### src/sv/joystick_servo_position_stepper_core_defines.svh
// ----------------------------------------------------------------------------
// Joystick servo stepper assertion macros
// Shared concurrent assertion forms, clocked on clk_i, disabled in reset.
// ----------------------------------------------------------------------------
`ifndef JOYSTICK_SERVO_POSITION_STEPPER_CORE_DEFINES_SVH
`define JOYSTICK_SERVO_POSITION_STEPPER_CORE_DEFINES_SVH

// same-cycle implication
`define JSPS_ASSERT_NOW(label, ante, cons) \
  label: assert property (@(posedge clk_i) disable iff (!rst_ni) (ante) |-> (cons)) \
    else $error("jsps assertion failed");

// next-cycle implication
`define JSPS_ASSERT_NXT(label, ante, cons) \
  label: assert property (@(posedge clk_i) disable iff (!rst_ni) (ante) |=> (cons)) \
    else $error("jsps assertion failed");

`endif

### src/sv/jsps_pkg.sv
// ----------------------------------------------------------------------------
// jsps_pkg
// Types, constants and helper functions of the joystick servo stepper.
// ----------------------------------------------------------------------------
package jsps_pkg;

  localparam int NumServos  = 4;
  localparam int QueueDepth = 2;

  typedef logic signed [4:0] step_t;   // -8 .. +8
  typedef logic [7:0]        angle_t;
  typedef logic [1:0]        chan_t;
  typedef logic [9:0]        pulse_t;

  // one classified report: which servos move and by how much
  typedef struct packed {
    logic [NumServos-1:0]  mask;
    step_t [NumServos-1:0] steps;
  } cmd_t;

  // dead zone
  localparam logic [15:0] DzLow     = 16'h7000;
  localparam logic [15:0] DzHigh    = 16'h8fff;
  localparam logic [15:0] CentreNeg = 16'h8000;
  localparam logic [15:0] CentrePos = 16'h7fff;

  // button bits
  localparam int BtnClose = 6;
  localparam int BtnOpen  = 7;

  localparam step_t GripStep = 5'sd5;

  // servo channels
  localparam chan_t ChBase  = 2'd0;
  localparam chan_t ChReach = 2'd1;
  localparam chan_t ChLift  = 2'd2;
  localparam chan_t ChGrip  = 2'd3;

  // config index: bit 0 picks min or max, upper bits pick the servo
  localparam logic CfgLimMax = 1'b1;

  localparam angle_t AngleReset = 8'd90;
  localparam angle_t MinReset [NumServos] = '{8'd20, 8'd70, 8'd45, 8'd70};
  localparam angle_t MaxReset [NumServos] = '{8'd160, 8'd110, 8'd135, 8'd110};

  // pulse = floor(411*a/180) + 101; 1/180 via reciprocal ceil(2^24/180) folded with 411
  localparam logic [25:0] PulseRecip = 26'd38308077;
  localparam int          PulseShift = 24;
  localparam pulse_t      PulseMin   = 10'd101;

  function automatic step_t axis_step(logic [15:0] v);
    logic [15:0] d;
    step_t       s;
    d = '0;
    s = '0;
    if (v <= DzLow) begin
      d = CentreNeg - v;
      s = -$signed({1'b0, d[15:12]});
    end else if (v >= DzHigh) begin
      d = v - CentrePos;
      s = $signed({1'b0, d[15:12]});
    end
    return s;
  endfunction

  function automatic pulse_t pulse_of(angle_t a);
    logic [33:0] p;
    p = {26'd0, a} * {8'd0, PulseRecip};
    return p[PulseShift+9:PulseShift] + PulseMin;
  endfunction

endpackage

### src/sv/jsps_front.sv
// ----------------------------------------------------------------------------
// jsps_front
// Takes reports, turns stick axes and buttons into per-servo steps.
// ----------------------------------------------------------------------------
module jsps_front import jsps_pkg::*; (
  input  logic        in_valid_i,
  output logic        in_ready_o,
  input  logic [15:0] left_x_i,
  input  logic [15:0] left_y_i,
  input  logic [15:0] right_y_i,
  input  logic [7:0]  button_bits_i,
  input  logic        full_i,
  output logic        push_o,
  output cmd_t        cmd_o
);

  step_t grip_step;

  always_comb begin
    grip_step = '0;
    if (button_bits_i[BtnClose]) begin
      grip_step = -GripStep;
    end else if (button_bits_i[BtnOpen]) begin
      grip_step = GripStep;
    end
  end

  always_comb begin
    cmd_o.steps[ChBase]  = axis_step(left_x_i);
    cmd_o.steps[ChReach] = -axis_step(left_y_i);
    cmd_o.steps[ChLift]  = -axis_step(right_y_i);
    cmd_o.steps[ChGrip]  = grip_step;
    for (int i = 0; i < NumServos; i++) begin
      cmd_o.mask[i] = (cmd_o.steps[i] != '0);
    end
  end

  assign in_ready_o = !full_i;
  // reports that move nothing are consumed here
  assign push_o     = in_valid_i && !full_i && (|cmd_o.mask);

endmodule

### src/sv/jsps_fifo.sv
// ----------------------------------------------------------------------------
// jsps_fifo
// Short command queue between the front and the back.
// ----------------------------------------------------------------------------
module jsps_fifo import jsps_pkg::*; (
  input  logic clk_i,
  input  logic rst_ni,
  input  logic push_i,
  input  cmd_t cmd_i,
  output logic full_o,
  input  logic pop_i,
  output cmd_t head_o,
  output logic head_valid_o
);

  localparam int PtrW = (QueueDepth > 1) ? $clog2(QueueDepth) : 1;
  localparam int CntW = $clog2(QueueDepth + 1);

  cmd_t            mem_q [QueueDepth];
  logic [PtrW-1:0] wr_ptr_q, wr_ptr_d;
  logic [PtrW-1:0] rd_ptr_q, rd_ptr_d;
  logic [CntW-1:0] cnt_q, cnt_d;

  assign full_o       = (cnt_q == CntW'(QueueDepth));
  assign head_valid_o = (cnt_q != '0);
  assign head_o       = mem_q[rd_ptr_q];

  always_comb begin
    wr_ptr_d = wr_ptr_q;
    rd_ptr_d = rd_ptr_q;
    cnt_d    = cnt_q;
    if (push_i) begin
      wr_ptr_d = (wr_ptr_q == PtrW'(QueueDepth - 1)) ? '0 : wr_ptr_q + 1'b1;
    end
    if (pop_i) begin
      rd_ptr_d = (rd_ptr_q == PtrW'(QueueDepth - 1)) ? '0 : rd_ptr_q + 1'b1;
    end
    if (push_i && !pop_i) begin
      cnt_d = cnt_q + 1'b1;
    end else if (pop_i && !push_i) begin
      cnt_d = cnt_q - 1'b1;
    end
  end

  always_ff @(posedge clk_i or negedge rst_ni) begin
    if (!rst_ni) begin
      wr_ptr_q <= '0;
      rd_ptr_q <= '0;
      cnt_q    <= '0;
    end else begin
      wr_ptr_q <= wr_ptr_d;
      rd_ptr_q <= rd_ptr_d;
      cnt_q    <= cnt_d;
    end
  end

  always_ff @(posedge clk_i) begin
    if (push_i) begin
      mem_q[wr_ptr_q] <= cmd_i;
    end
  end

endmodule

### src/sv/jsps_back.sv
// ----------------------------------------------------------------------------
// jsps_back
// Walks the moved servos of each command, clamps targets, drives results.
// ----------------------------------------------------------------------------
`include "joystick_servo_position_stepper_core_defines.svh"

module jsps_back import jsps_pkg::*; (
  input  logic       clk_i,
  input  logic       rst_ni,
  input  cmd_t       head_i,
  input  logic       head_valid_i,
  output logic       pop_o,
  input  logic       cfg_valid_i,
  input  logic [2:0] cfg_index_i,
  input  logic [7:0] cfg_data_i,
  output logic       out_valid_o,
  input  logic       out_ready_i,
  output chan_t      servo_channel_o,
  output angle_t     servo_angle_o,
  output pulse_t     pulse_count_o,
  output logic       last_of_run_o
);

  angle_t                min_q [NumServos];
  angle_t                max_q [NumServos];
  angle_t                tgt_q [NumServos];
  logic [NumServos-1:0]  mask_q;
  step_t [NumServos-1:0] steps_q;

  logic   out_valid_q;
  chan_t  out_ch_q;
  angle_t out_ang_q;
  logic   out_last_q;

  logic                  busy, adv, fire, found;
  logic [NumServos-1:0]  work_mask, rem_mask;
  step_t [NumServos-1:0] work_steps;
  chan_t                 ch;
  logic signed [9:0]     sum, lo, hi, clamped;
  angle_t                ang_d;

  assign busy       = |mask_q;
  assign work_mask  = busy ? mask_q : (head_valid_i ? head_i.mask : '0);
  assign work_steps = busy ? steps_q : head_i.steps;
  assign adv        = !out_valid_q || out_ready_i;
  assign fire       = adv && (|work_mask);
  assign pop_o      = fire && !busy;

  // lowest pending servo goes first
  always_comb begin
    ch    = ChBase;
    found = 1'b0;
    for (int i = 0; i < NumServos; i++) begin
      if (work_mask[i] && !found) begin
        ch    = chan_t'(i);
        found = 1'b1;
      end
    end
  end

  assign rem_mask = work_mask & ~(NumServos'(1) << ch);

  // raise to min, then cap at max: max wins on crossed limits
  always_comb begin
    sum = $signed({2'b00, tgt_q[ch]}) + 10'(work_steps[ch]);
    lo  = $signed({2'b00, min_q[ch]});
    hi  = $signed({2'b00, max_q[ch]});
    clamped = sum;
    if (clamped < lo) begin
      clamped = lo;
    end
    if (clamped > hi) begin
      clamped = hi;
    end
    ang_d = clamped[7:0];
  end

  always_ff @(posedge clk_i or negedge rst_ni) begin
    if (!rst_ni) begin
      mask_q      <= '0;
      out_valid_q <= 1'b0;
      for (int i = 0; i < NumServos; i++) begin
        tgt_q[i] <= AngleReset;
        min_q[i] <= MinReset[i];
        max_q[i] <= MaxReset[i];
      end
    end else begin
      if (cfg_valid_i) begin
        if (cfg_index_i[0] == CfgLimMax) begin
          max_q[cfg_index_i[2:1]] <= cfg_data_i;
        end else begin
          min_q[cfg_index_i[2:1]] <= cfg_data_i;
        end
      end
      if (fire) begin
        tgt_q[ch]   <= ang_d;
        mask_q      <= rem_mask;
        out_valid_q <= 1'b1;
      end else if (adv) begin
        out_valid_q <= 1'b0;
      end
    end
  end

  always_ff @(posedge clk_i) begin
    if (fire) begin
      steps_q    <= work_steps;
      out_ch_q   <= ch;
      out_ang_q  <= ang_d;
      out_last_q <= (rem_mask == '0);
    end
  end

  assign out_valid_o     = out_valid_q;
  assign servo_channel_o = out_ch_q;
  assign servo_angle_o   = out_ang_q;
  assign pulse_count_o   = pulse_of(out_ang_q);
  assign last_of_run_o   = out_last_q;

  `JSPS_ASSERT_NOW(a_pop_only_idle, pop_o, mask_q == '0 && head_valid_i)
  `JSPS_ASSERT_NXT(a_last_clears, fire && rem_mask == '0, mask_q == '0 && out_last_q)
  `JSPS_ASSERT_NOW(a_angle_in_lim,
    out_valid_q && (min_q[out_ch_q] <= max_q[out_ch_q]),
    out_ang_q >= min_q[out_ch_q] && out_ang_q <= max_q[out_ch_q])

endmodule

### src/sv/joystick_servo_position_stepper_core.sv
// ----------------------------------------------------------------------------
// joystick_servo_position_stepper_core
// Gamepad report to servo target stepper with clamping and pulse counts.
// ----------------------------------------------------------------------------
// Each accepted report (left X, left Y, right Y, button byte) moves up to four
// servo targets and yields one result item per moved servo, in the order base,
// reach, lift, gripper; last_of_run_o marks the final item of a report, and a
// report that moves nothing yields no item. The front classifies a report in
// the cycle it is accepted and drops it into a two-entry command queue; the
// back pulls one servo per cycle from the queue head unless the output stalls,
// so a report with n moved servos (1 to 4) yields n result items; sustained
// throughput is one result item per cycle while out_ready_i is high.
// in_ready_o is high whenever the queue has room, so reports keep streaming in
// while results wait at the output register. Results pass the queue, then the
// output register. Limit registers take writes at any cycle (cfg_ready_o is
// tied high) and must be written only while no report is in flight.
// ----------------------------------------------------------------------------
module joystick_servo_position_stepper_core import jsps_pkg::*; (
  input  logic        clk_i,
  input  logic        rst_ni,
  // report channel
  input  logic        in_valid_i,
  output logic        in_ready_o,
  input  logic [15:0] left_x_i,
  input  logic [15:0] left_y_i,
  input  logic [15:0] right_y_i,
  input  logic [7:0]  button_bits_i,
  // result channel
  output logic        out_valid_o,
  input  logic        out_ready_i,
  output logic [1:0]  servo_channel_o,
  output logic [7:0]  servo_angle_o,
  output logic [9:0]  pulse_count_o,
  output logic        last_of_run_o,
  // limit register writes: index 2*servo is min, 2*servo+1 is max
  input  logic        cfg_valid_i,
  output logic        cfg_ready_o,
  input  logic [2:0]  cfg_index_i,
  input  logic [7:0]  cfg_data_i
);

  logic push, full, pop, head_valid;
  cmd_t cmd, head;

  assign cfg_ready_o = 1'b1;

  // front: dead zone, step sign, button priority (L1 over R1)
  jsps_front u_front (
    .in_valid_i    (in_valid_i),
    .in_ready_o    (in_ready_o),
    .left_x_i      (left_x_i),
    .left_y_i      (left_y_i),
    .right_y_i     (right_y_i),
    .button_bits_i (button_bits_i),
    .full_i        (full),
    .push_o        (push),
    .cmd_o         (cmd)
  );

  // decouples report intake from result delivery
  jsps_fifo u_fifo (
    .clk_i        (clk_i),
    .rst_ni       (rst_ni),
    .push_i       (push),
    .cmd_i        (cmd),
    .full_o       (full),
    .pop_i        (pop),
    .head_o       (head),
    .head_valid_o (head_valid)
  );

  // back: target state, limits, clamping, pulse count, output register
  jsps_back u_back (
    .clk_i           (clk_i),
    .rst_ni          (rst_ni),
    .head_i          (head),
    .head_valid_i    (head_valid),
    .pop_o           (pop),
    .cfg_valid_i     (cfg_valid_i),
    .cfg_index_i     (cfg_index_i),
    .cfg_data_i      (cfg_data_i),
    .out_valid_o     (out_valid_o),
    .out_ready_i     (out_ready_i),
    .servo_channel_o (servo_channel_o),
    .servo_angle_o   (servo_angle_o),
    .pulse_count_o   (pulse_count_o),
    .last_of_run_o   (last_of_run_o)
  );

endmodule

### config.mk
export PLATFORM = sky130hd
export DESIGN_NAME = joystick_servo_position_stepper_core
export DESIGN_NICKNAME = d
export VERILOG_FILES = /design/src/sv/jsps_pkg.sv /design/src/sv/jsps_front.sv /design/src/sv/jsps_fifo.sv /design/src/sv/jsps_back.sv /design/src/sv/joystick_servo_position_stepper_core.sv
export VERILOG_INCLUDE_DIRS = /design/src /design/src/sv
export SDC_FILE = /design/constraint.sdc
export NUM_CORES = 1
export LEC_CHECK = 0
export BUFFER_PORTS_ARGS = -buffer_cell sky130_fd_sc_hd__buf_2
export CAP_MARGIN = 15
export CORE_MARGIN = 1
export CORE_UTILIZATION = 30
export DETAILED_ROUTE_END_ITERATION = 6
export GPL_ROUTABILITY_DRIVEN = 0
export GPL_TIMING_DRIVEN = 1
export HOLD_SLACK_MARGIN = 0.15
export PLACE_DENSITY_LB_ADDON = 0.3
export SLEW_MARGIN = 10
export SYNTH_ARGS = -nofsm -noshare
export SYNTH_HDL_FRONTEND = slang
export SYNTH_HIERARCHICAL = 1
export SYNTH_SLANG_ARGS = --single-unit
export TNS_END_PERCENT = 30
### constraint.sdc
create_clock -name clk_i -period 7.95 [get_ports clk_i]
set_input_delay 1.59 -clock clk_i [delete_from_list [all_inputs] [get_ports clk_i]]
set_output_delay 1.59 -clock clk_i [all_outputs]
set_load 0.05 [all_outputs]
## Word level (Yosys, flattened, before mapping)

Memories as Yosys holds them, arrays and structs flattened.
Cells that the tools add are included.

| storage, ports and cells | value |
|---|---|
| bits in writable memories | 48 |
| bits in registers | 136 |
| memories | 1 |
| input port bits | 72 |
| logic and storage cells | 141 |

Memories:

| memory | depth | width | rd ports | clocked after memory_dff | write ports | line | RTL |
|---|---|---|---|---|---|---|---|
| u_fifo.mem_q | 2 | 24 | 1 | 0 | 1 | jsps_fifo.sv:19 | `cmd_t mem_q [QueueDepth];` |

| cells by class | value |
|---|---|
| reductions and logical operators | 33 |
| shift-type cells | 1 |
| add/subtract/negate cells | 17 |
| bitwise gates (word level) | 5 |
| multiply operators | 1 |
| order comparisons | 13 |
| muxes and demuxes | 45 |
| equality and inequality tests | 1 |

Operator list:

| operator | number |
|---|---|
| $bwmux 32 | 3 |
| $mux 8 | 9 |
| $bmux 8 s2 | 3 |
| $ge 16x16->1 const B | 3 |
| $le 16x15->1 const B | 3 |
| $sub 16x15->16 const B | 3 |
| $sub 16x16->16 const A | 3 |
| $mul 8x26->34 const B | 1 |
| $demux 8 s2 | 2 |
| $mux 5 | 5 |
| $mux 20 | 1 |
| $mux 4 | 5 |
| $reduce_bool 5->1 | 4 |
| $neg 4->5 | 3 |
| $reduce_or 4->1 | 3 |
| $logic_and 1x1->1 | 11 |
| $add 10x7->10 const B | 1 |
| $add 9x5->10 | 1 |
| $bmux 5 s2 | 1 |
| $gt 10x9->1 | 1 |
| $lt 10x9->1 | 1 |
| $mux 1 | 10 |
| $mux 10 | 1 |
| $neg 5->5 | 2 |
| 19 further kinds | 36 |

## Longest topological paths before layout

Gate-level depths: netlist of the first run.

| logic depth | value |
|---|---|
| depth after elaboration | 23 |
| gate-level depth with buffers | 43 |
| mapped depth without buffers | 40 |

## Modules after synthesis

Netlist of the first run, hierarchy kept.

By module, submodules not included:

| module | cells an instance | instances | area an instance (um^2) |
|---|---|---|---|
| jsps_back | 844 | 1 | 9392.8 |
| jsps_fifo | 91 | 1 | 2023.2 |
| jsps_front | 146 | 1 | 997.2 |
| joystick_servo_position_stepper_core | 2 | 1 | 11.3 |

## Least setup slack after synthesis of the first run

OpenSTA, ideal clock, no wires.

| timing | value |
|---|---|
| path kind | register to register |
| start point | register u_fifo.rd_ptr_q |
| end point | register u_back.out_ang_q[7] (netlist: u_back/servo_angle_o[7]) (data pin) |
| clock period less this slack | 8334 ps |
| stages on the path, launching flop included | 40 |
| path buffers | 4 |
| data arrival time | 8070 ps |
| slack | -384 ps |
| cells stage by stage | dfrtp_1 > buf_6 > buf_12 > mux2_4 > a31oi_1 > nor2_1 > o21ai_2 > buf_2 > buf_1 > mux2_2 > a221oi_1 > inv_1 > ha_1 > a21o_1 > a21oi_1 > nor2b_1 > nand2_1 > a21oi_1 > [... 4 more ...] > and4_1 > o2111ai_1 > nand2_1 > nor3_1 > ha_1 > clkinv_1 > a21oi_1 > inv_1 > ha_1 > o21a_1 > o21a_1 > o21a_1 > o21a_1 > o2111ai_1 > a31oi_1 > a21oi_4 > mux2i_1 > inv_1 |

RTL lines:

| element | line | RTL |
|---|---|---|
| start: declaration | jsps_fifo.sv:21 | `logic [PtrW-1:0] rd_ptr_q, rd_ptr_d;` |
| start signal: assignment | jsps_fifo.sv:52 | `rd_ptr_q <= rd_ptr_d;` |
| end signal: assignment | jsps_back.sv:109 | `out_ang_q <= ang_d;` |
| end: declaration | jsps_back.sv:32 | `angle_t out_ang_q;` |

## Worst setup path in the final report of the first run

| timing | value |
|---|---|
| start point | register u_back.out_ang_q[2] (netlist: u_back/servo_angle_o[2]) |
| end point | output pulse_count_o[8] |

| between the ends | value |
|---|---|
| longest elaborated chain between the ends | 2 |

Ends and longest elaborated chain:

| element | line | RTL |
|---|---|---|
| $mul 8x26->34 | jsps_pkg.sv:68 | `p = {26'd0, a} * {8'd0, PulseRecip};` |
| $add 10x7->10 | jsps_pkg.sv:69 | `return p[PulseShift+9:PulseShift] + PulseMin;` |
| end: declaration | joystick_servo_position_stepper_core.sv:33 | `output logic [9:0] pulse_count_o,` |

Every way passes these cells.

==> results of run 1 <==
-- repair_timing --
action,4_1_cts,5_1_grt
setup buffers,7,6
pin swaps,0,7
endpoints found under the setup margin,22,43
resized for setup,4,41
-- worst reg2reg max path: cells and delay by family (launching register included) --
kind,cells,cell delay [ns]
AOI/OAI and AO/OA,11,1.89
and+or+nand+nor,10,1.87
adders and majority gates,4,1.15
muxes,4,1.07
buffers and inverters,6,0.87
DFF,1,0.56
-- sequential cells by signal, indices dropped and copies added, names as in the netlist --
name                    flops
u_fifo/rd_ptr_q             1
u_back/tgt_q               32
u_back/steps_q             20
u_back/min_q               32
u_back/servo_channel_o      2
u_fifo/mem_q               48
u_back/max_q               32
u_back/servo_angle_o        8
u_back/out_valid_o          1
u_fifo/cnt_q                2
u_fifo/wr_ptr_q             1
u_back/last_of_run_o        1
u_back/mask_q               4
-- layout make-up --
| cell class | instances | area share (%) |
|---|---|---|
| clock buffer | 25 | 3.559 |
| clock inverter | 7 | 0.4384 |
| inverter | 90 | 2.347 |
| multi-input combinational | 773 | 48.19 |
| sequential | 184 | 34.73 |
| tap | 532 | 4.574 |
| timing repair buffer | 145 | 6.164 |
-- kinds of logic after synthesis --
logic type                 share of synthesized area (%)
buffers and inverters                              4.461
xor gates and xnor gates                           2.679
DFF                                                40.68
AOI/OAI and AO/OA                                  10.62
and+or+nand+nor                                    10.74
other                                            0.03018
adders and majority gates                          15.53
muxes                                              15.26
-- final timing paths --
kind / startpoint / end
setup / recovery: u_back/servo_angle_o[2]$_DFFE_PP_ / pulse_count_o[8]
hold / removal: u_back/tgt_q[7]$_DFFE_PN0P_ / u_back/tgt_q[7]$_DFFE_PN0P_
setup reg to reg: u_fifo/rd_ptr_q$_DFFE_PN0P_ / u_back/tgt_q[0]$_DFFE_PN0P_
hold reg to reg: u_back/tgt_q[7]$_DFFE_PN0P_ / u_back/tgt_q[7]$_DFFE_PN0P_
max in group asynchronous: rst_ni / u_fifo/rd_ptr_q$_DFFE_PN0P_
min in group asynchronous: rst_ni / u_back/max_q[24]$_DFFE_PN0P_
-- Yosys cell counts, drive strengths merged (11+ instances only) --
library cell / instances
a31oi: 14
xnor2: 22
nand2b: 14
nand3: 15
nor4: 14
o21a: 11
mux2: 146
nor2: 40
mux2i: 18
edfxtp: 79
nand2: 77
dfrtp: 61
nor3: 14
xor2: 16
buf: 20
clkbuf: 16
inv: 89
nand4: 18
a222oi: 16
nor2b: 17
a21oi: 41
fa: 29
dfstp: 44
o21ai: 29
ha: 107
-- through the flow --
stage | util (%) | area [µm²]
2_1_floorplan | - | 12450
3_5_place_dp | 33.54 | 13700
4_1_cts | 35.13 | 14350
5_1_grt | 35.64 | 14550
6_report | 35.64 | 14550
3_3_place_gp | 33.54 | 13700
-- cell usage in the layout, fill, tap and decap left out, types with 18 or more instances in the layout --
| cell | count |
|---|---|
| mux2_2 | 111 |
| ha_1 | 106 |
| buf_2 | 86 |
| inv_1 | 86 |
| edfxtp_1 | 79 |
| nand2_1 | 74 |
| dfrtp_1 | 61 |
| buf_4 | 55 |
| dfstp_2 | 44 |
| nor2_1 | 37 |
| a21oi_1 | 37 |
| fa_1 | 29 |
| o21ai_0 | 22 |
| xnor2_1 | 22 |
| mux2_4 | 19 |
| clkbuf_16 | 18 |
| nand4_1 | 18 |
-- layer usage --
| layer | vias up | share of wire [%] |
|---|---|---|
| met2 | 130 | 50 |
| met1 | 4304 | 46 |
| li1 | 4250 | - |
| met5 | - | 0 |
| met3 | 22 | 2.7 |
| met4 | 0 | 1.3 |
==> impl_metrics.env, run 1 <==
export IMPL_outcome="finished, final reports clean"
export IMPL_synth_cells=1083
export IMPL_fin_cells=1756
export IMPL_max_cap_violations=0
export IMPL_first_pass_iters=5
export IMPL_tightest_slew_ns=1.174
export IMPL_gr_usage_met2_pct=23.08
export IMPL_crit_family="adder cells"
export IMPL_seq_area_um2=5055
export IMPL_min_path_cells=2
export IMPL_synth_nets=1291
export IMPL_setup_viol=0
export IMPL_slowest_stage="fa_1"
export IMPL_setup_ws_ns=0.2863
export IMPL_cts_root_buf="clkbuf_16"
export IMPL_grt_total_usage_pct=13.29
export IMPL_grt_overflow=0
export IMPL_hold_slack_ns=0.4896
export IMPL_final_hold_viol_count=0
export IMPL_cp_end_kind="output pin"
export IMPL_num_vias=8706
export IMPL_synth_top_cell_by_area="edfxtp_1"
export IMPL_yosys_warnings=6
export IMPL_slowest_delay_ns=0.53
export IMPL_ys_ff_latch=184
export IMPL_ant_nets=0
export IMPL_nets=1419
export IMPL_synth_distinct_cells=94
export IMPL_dieWidth_um=205.5
export IMPL_ys_seq_area_share_pct=40.68
export IMPL_hold_buffers=0
export IMPL_grtUsageMet3_pct=1.726
export IMPL_multi_input_area_um2=7013
export IMPL_critPathKind="flip-flop to output pin"
export IMPL_setup_tns_ns=0
export IMPL_syn_to_final_growth_pct=17.14
export IMPL_finalClockSkew_ns=0.009790
export IMPL_via_per_inst=4.958
export IMPL_cts_tree="done"
export IMPL_fill_cells=4014
export IMPL_ys_async_sr_fraction_pct=57.07
export IMPL_hold_path_class="flip-flop to flip-flop"
export IMPL_grt_max_degree=71
export IMPL_synth_area_leaders="edfxtp_1 (19%), dfrtp_1 (12%), ha_1 (11%)"
export IMPL_dp_worst_setup_slack_ns=-0.03397
export IMPL_required_ns=6.36
export IMPL_start_util_pct=30.43
export IMPL_fmax_mhz=130.5
export IMPL_path_clk_slew_ns=0.06
export IMPL_critPathBufInv=3
export IMPL_synth_edff_count=79
export IMPL_grt_pass1_vias=8635
export IMPL_drive_gt1_share_pct=33.82
export IMPL_path_cells="inv_2, fa_1, inv_1, fa_1, fa_1, fa_1, ha_1, o21a_1, and3_1, o31a_1, o311a_1, or3_1, and2_1, ha_1, nor2b_1, mux2_2, nand3_1, a31oi_2, mux2i_1, xor2_1, buf_4"
export IMPL_n_antenna_cell=0
export IMPL_avgRoutedWirePerCell_um=15.71
export IMPL_cp_arrival_ns=6.07
export IMPL_htree_levels=4
export IMPL_antenna_found_initial=0
export IMPL_cpMostUsedCell="fa_1"
export IMPL_reg2regPathDepth=35
export IMPL_die_area_um2=42230
export IMPL_maxSlewHeadroom_pct=21.10
export IMPL_avgSynthCellArea_um2=11.47
export IMPL_grt_met1_usage_pct=17.24
export IMPL_syn_cell_area_um2=12420
export IMPL_drt_initial_drc_count=477
export IMPL_cts_sinks=184
export IMPL_io_pins=96
export IMPL_post_route_period_util_pct=96.40
export IMPL_dp_cells=1711
export IMPL_period_minus_slack_ns=7.664
export IMPL_numCtsBuffers=17
export IMPL_coreArea_um2=40830
export IMPL_worst_path_max_fanout=4
export IMPL_place_hpwl_mm=20.58
export IMPL_clk_latency_ns=0.43
export IMPL_finalMaxSlewViolations=0
export IMPL_drc=0
export IMPL_synth_main_ff_cell="edfxtp_1"
export IMPL_port_buffers=88
export IMPL_crit_cells=21
export IMPL_setup_worst_path_start_class="flip-flop"
export IMPL_grt_pass1_wl_mm=44.47
export IMPL_rrSetupSlack_ns=0.41
export IMPL_busiest_layer="met2"
export IMPL_clockBufferDepth=2
export IMPL_wirelength_mm=27.58
export IMPL_die_h_um=205.5
export IMPL_yosysTopAreaCellShare_pct=19.09
export IMPL_rows=74
Power of run 1 is left out: the tool's default activity adds up to more than one toggle a clock period on the data nets, which glitch-free logic cannot reach.
==> inputs of run 2 (changes only) <==
- clock period: 7.95 -> 9.1 ns (I/O delays scaled with it)
==> impl_metrics.env, run 2 (synthesized netlist as in run 1, its figures left out) <==
export IMPL_via_per_inst=4.969
export IMPL_grt_setup_unrepaired="no"
export IMPL_final_hold_viol_count=0
export IMPL_grt_pass1_vias=8758
export IMPL_largest_reg_flops=48
export IMPL_setup_viol=0
export IMPL_cp_end_kind="flip-flop"
export IMPL_post_route_period_util_pct=92.88
export IMPL_nets=1380
export IMPL_fmax_mhz=118.3
export IMPL_cts_sinks=184
export IMPL_grt_max_degree=60
export IMPL_required_ns=9.47
export IMPL_hold_path_class="flip-flop to flip-flop"
export IMPL_port_buffers=88
export IMPL_worst_path_max_fanout=10
export IMPL_critPathKind="flip-flop to flip-flop"
export IMPL_slowest_delay_ns=0.48
export IMPL_tightest_slew_ns=0.8735
export IMPL_numCtsBuffers=17
export IMPL_n_antenna_cell=0
export IMPL_ant_nets=0
export IMPL_setup_worst_path_start_class="flip-flop"
export IMPL_first_pass_iters=6
export IMPL_finalInstanceArea_um2=14080
export IMPL_die_area_um2=42230
export IMPL_setup_ws_ns=0.6477
export IMPL_antenna_found_initial=0
export IMPL_dp_worst_setup_slack_ns=0.3760
export IMPL_maxSlewHeadroom_pct=41.55
export IMPL_die_h_um=205.5
export IMPL_avgRoutedWirePerCell_um=15.82
export IMPL_setup_tns_ns=0
export IMPL_finalMaxSlewViolations=0
export IMPL_grt_total_usage_pct=13.33
export IMPL_dieWidth_um=205.5
export IMPL_wirelength_mm=27.16
export IMPL_slowest_stage="a221oi_1"
export IMPL_outcome="finished, final reports clean"
export IMPL_syn_to_final_growth_pct=13.31
export IMPL_drive_gt1_share_pct=29.54
export IMPL_final_common_cell="mux2_2"
export IMPL_grt_pass1_wl_mm=44.64
export IMPL_place_area_um2=13440
export IMPL_htree_levels=4
export IMPL_num_vias=8532
export IMPL_coreArea_um2=40830
export IMPL_clockBufferDepth=2
export IMPL_grt_overflow=0
export IMPL_finalClockSkew_ns=0.01139
export IMPL_hold_slack_ns=0.4767
export IMPL_rows=74
export IMPL_period_minus_slack_ns=8.452
export IMPL_clk_latency_ns=0.43
export IMPL_place_hpwl_mm=20.21
export IMPL_drt_initial_drc_count=462
export IMPL_final_cell_mix="mux2_2 (111), ha_1 (107), buf_2 (87), inv_1 (87), edfxtp_1 (79)"
export IMPL_drc=0
export IMPL_path_clk_slew_ns=0.07
export IMPL_max_cap_violations=0
export IMPL_cts_tree="done"
export IMPL_fill_cells=4035
export IMPL_cp_arrival_ns=8.83
export IMPL_top_register="u_fifo/mem_q"
export IMPL_start_util_pct=30.43
export IMPL_rrSetupSlack_ns=0.65
export IMPL_cts_root_buf="clkbuf_16"
export IMPL_io_pins=96
==> run 2: changes by cell type in the layout (fill, tap and decap cells not counted), sizes merged <==
| cell | change |
|---|---|
| clkinv | +3 |
| buf | -41 |
| inv | +1 |
| clkbuf | -3 |
| clkinvlp | +1 |
==> run 2: metal layers <==
metal / routed length [µm] / GRT usage [%] / vias to the layer above / part of all wire, %
li1: - / - / 4168 / -
met1: 12630 / 17.09 / 4201 / 47
met2: 13420 / 23.03 / 135 / 49
met3: 627 / 1.948 / 28 / 2.3
met4: 479 / 3.995 / 0 / 1.8
met5: 0 / 0 / - / 0
==> run 2: critical path: cells and delay by family, from the launching register on <==
kind | cells | cell delay (ns)
adders and majority gates | 4 | 1.36
and+or+nand+nor | 10 | 1.83
muxes | 3 | 0.96
DFF | 1 | 0.42
buffers and inverters | 4 | 0.63
AOI/OAI and AO/OA | 16 | 3.20
==> run 2: timing repair <==
item | 4_1_cts | 5_1_grt
resized for setup | 0 | 11
hold buffers | 0 | 0
endpoints found under the setup margin | 0 | 40
setup buffers | 0 | 1
==> run 2: layout make-up <==
| cell class | count | area (µm²) | share of cell area (%) |
|---|---|---|---|
| clock inverters | 12 | 96.34 | 0.6843 |
| repair buffers | 106 | 588.1 | 4.177 |
| flip-flops and latches | 184 | 5055 | 35.90 |
| multi-input cells | 773 | 6865 | 48.76 |
| clock buffers | 20 | 467.9 | 3.324 |
| well taps | 532 | 665.6 | 4.728 |
| inverters | 90 | 340.3 | 2.417 |
==> run 2: final timing paths <==
check	from	endpoint	cells past startpoint
worst max-delay path	u_fifo/cnt_q[0]$_DFFE_PN0P_	u_back/tgt_q[30]$_DFFE_PN1P_	37
worst max register to register	u_fifo/cnt_q[0]$_DFFE_PN0P_	u_back/tgt_q[30]$_DFFE_PN1P_	37
min in group asynchronous	rst_ni	u_back/max_q[24]$_DFFE_PN0P_	1
max in group asynchronous	rst_ni	u_back/min_q[3]$_DFFE_PN0P_	2
worst min-delay path	u_fifo/cnt_q[1]$_DFFE_PN0P_	u_fifo/cnt_q[1]$_DFFE_PN0P_	1
worst min register to register	u_fifo/cnt_q[1]$_DFFE_PN0P_	u_fifo/cnt_q[1]$_DFFE_PN0P_	1
==> run 2: per-stage QoR <==
step           util, %  instances
3_5_place_dp     32.92       1682
6_report         34.48       1717
2_1_floorplan        -       1083
4_1_cts          34.30       1714
5_1_grt          34.48       1717
3_3_place_gp     32.92       1682
Power of run 2 is left out for the same reason.
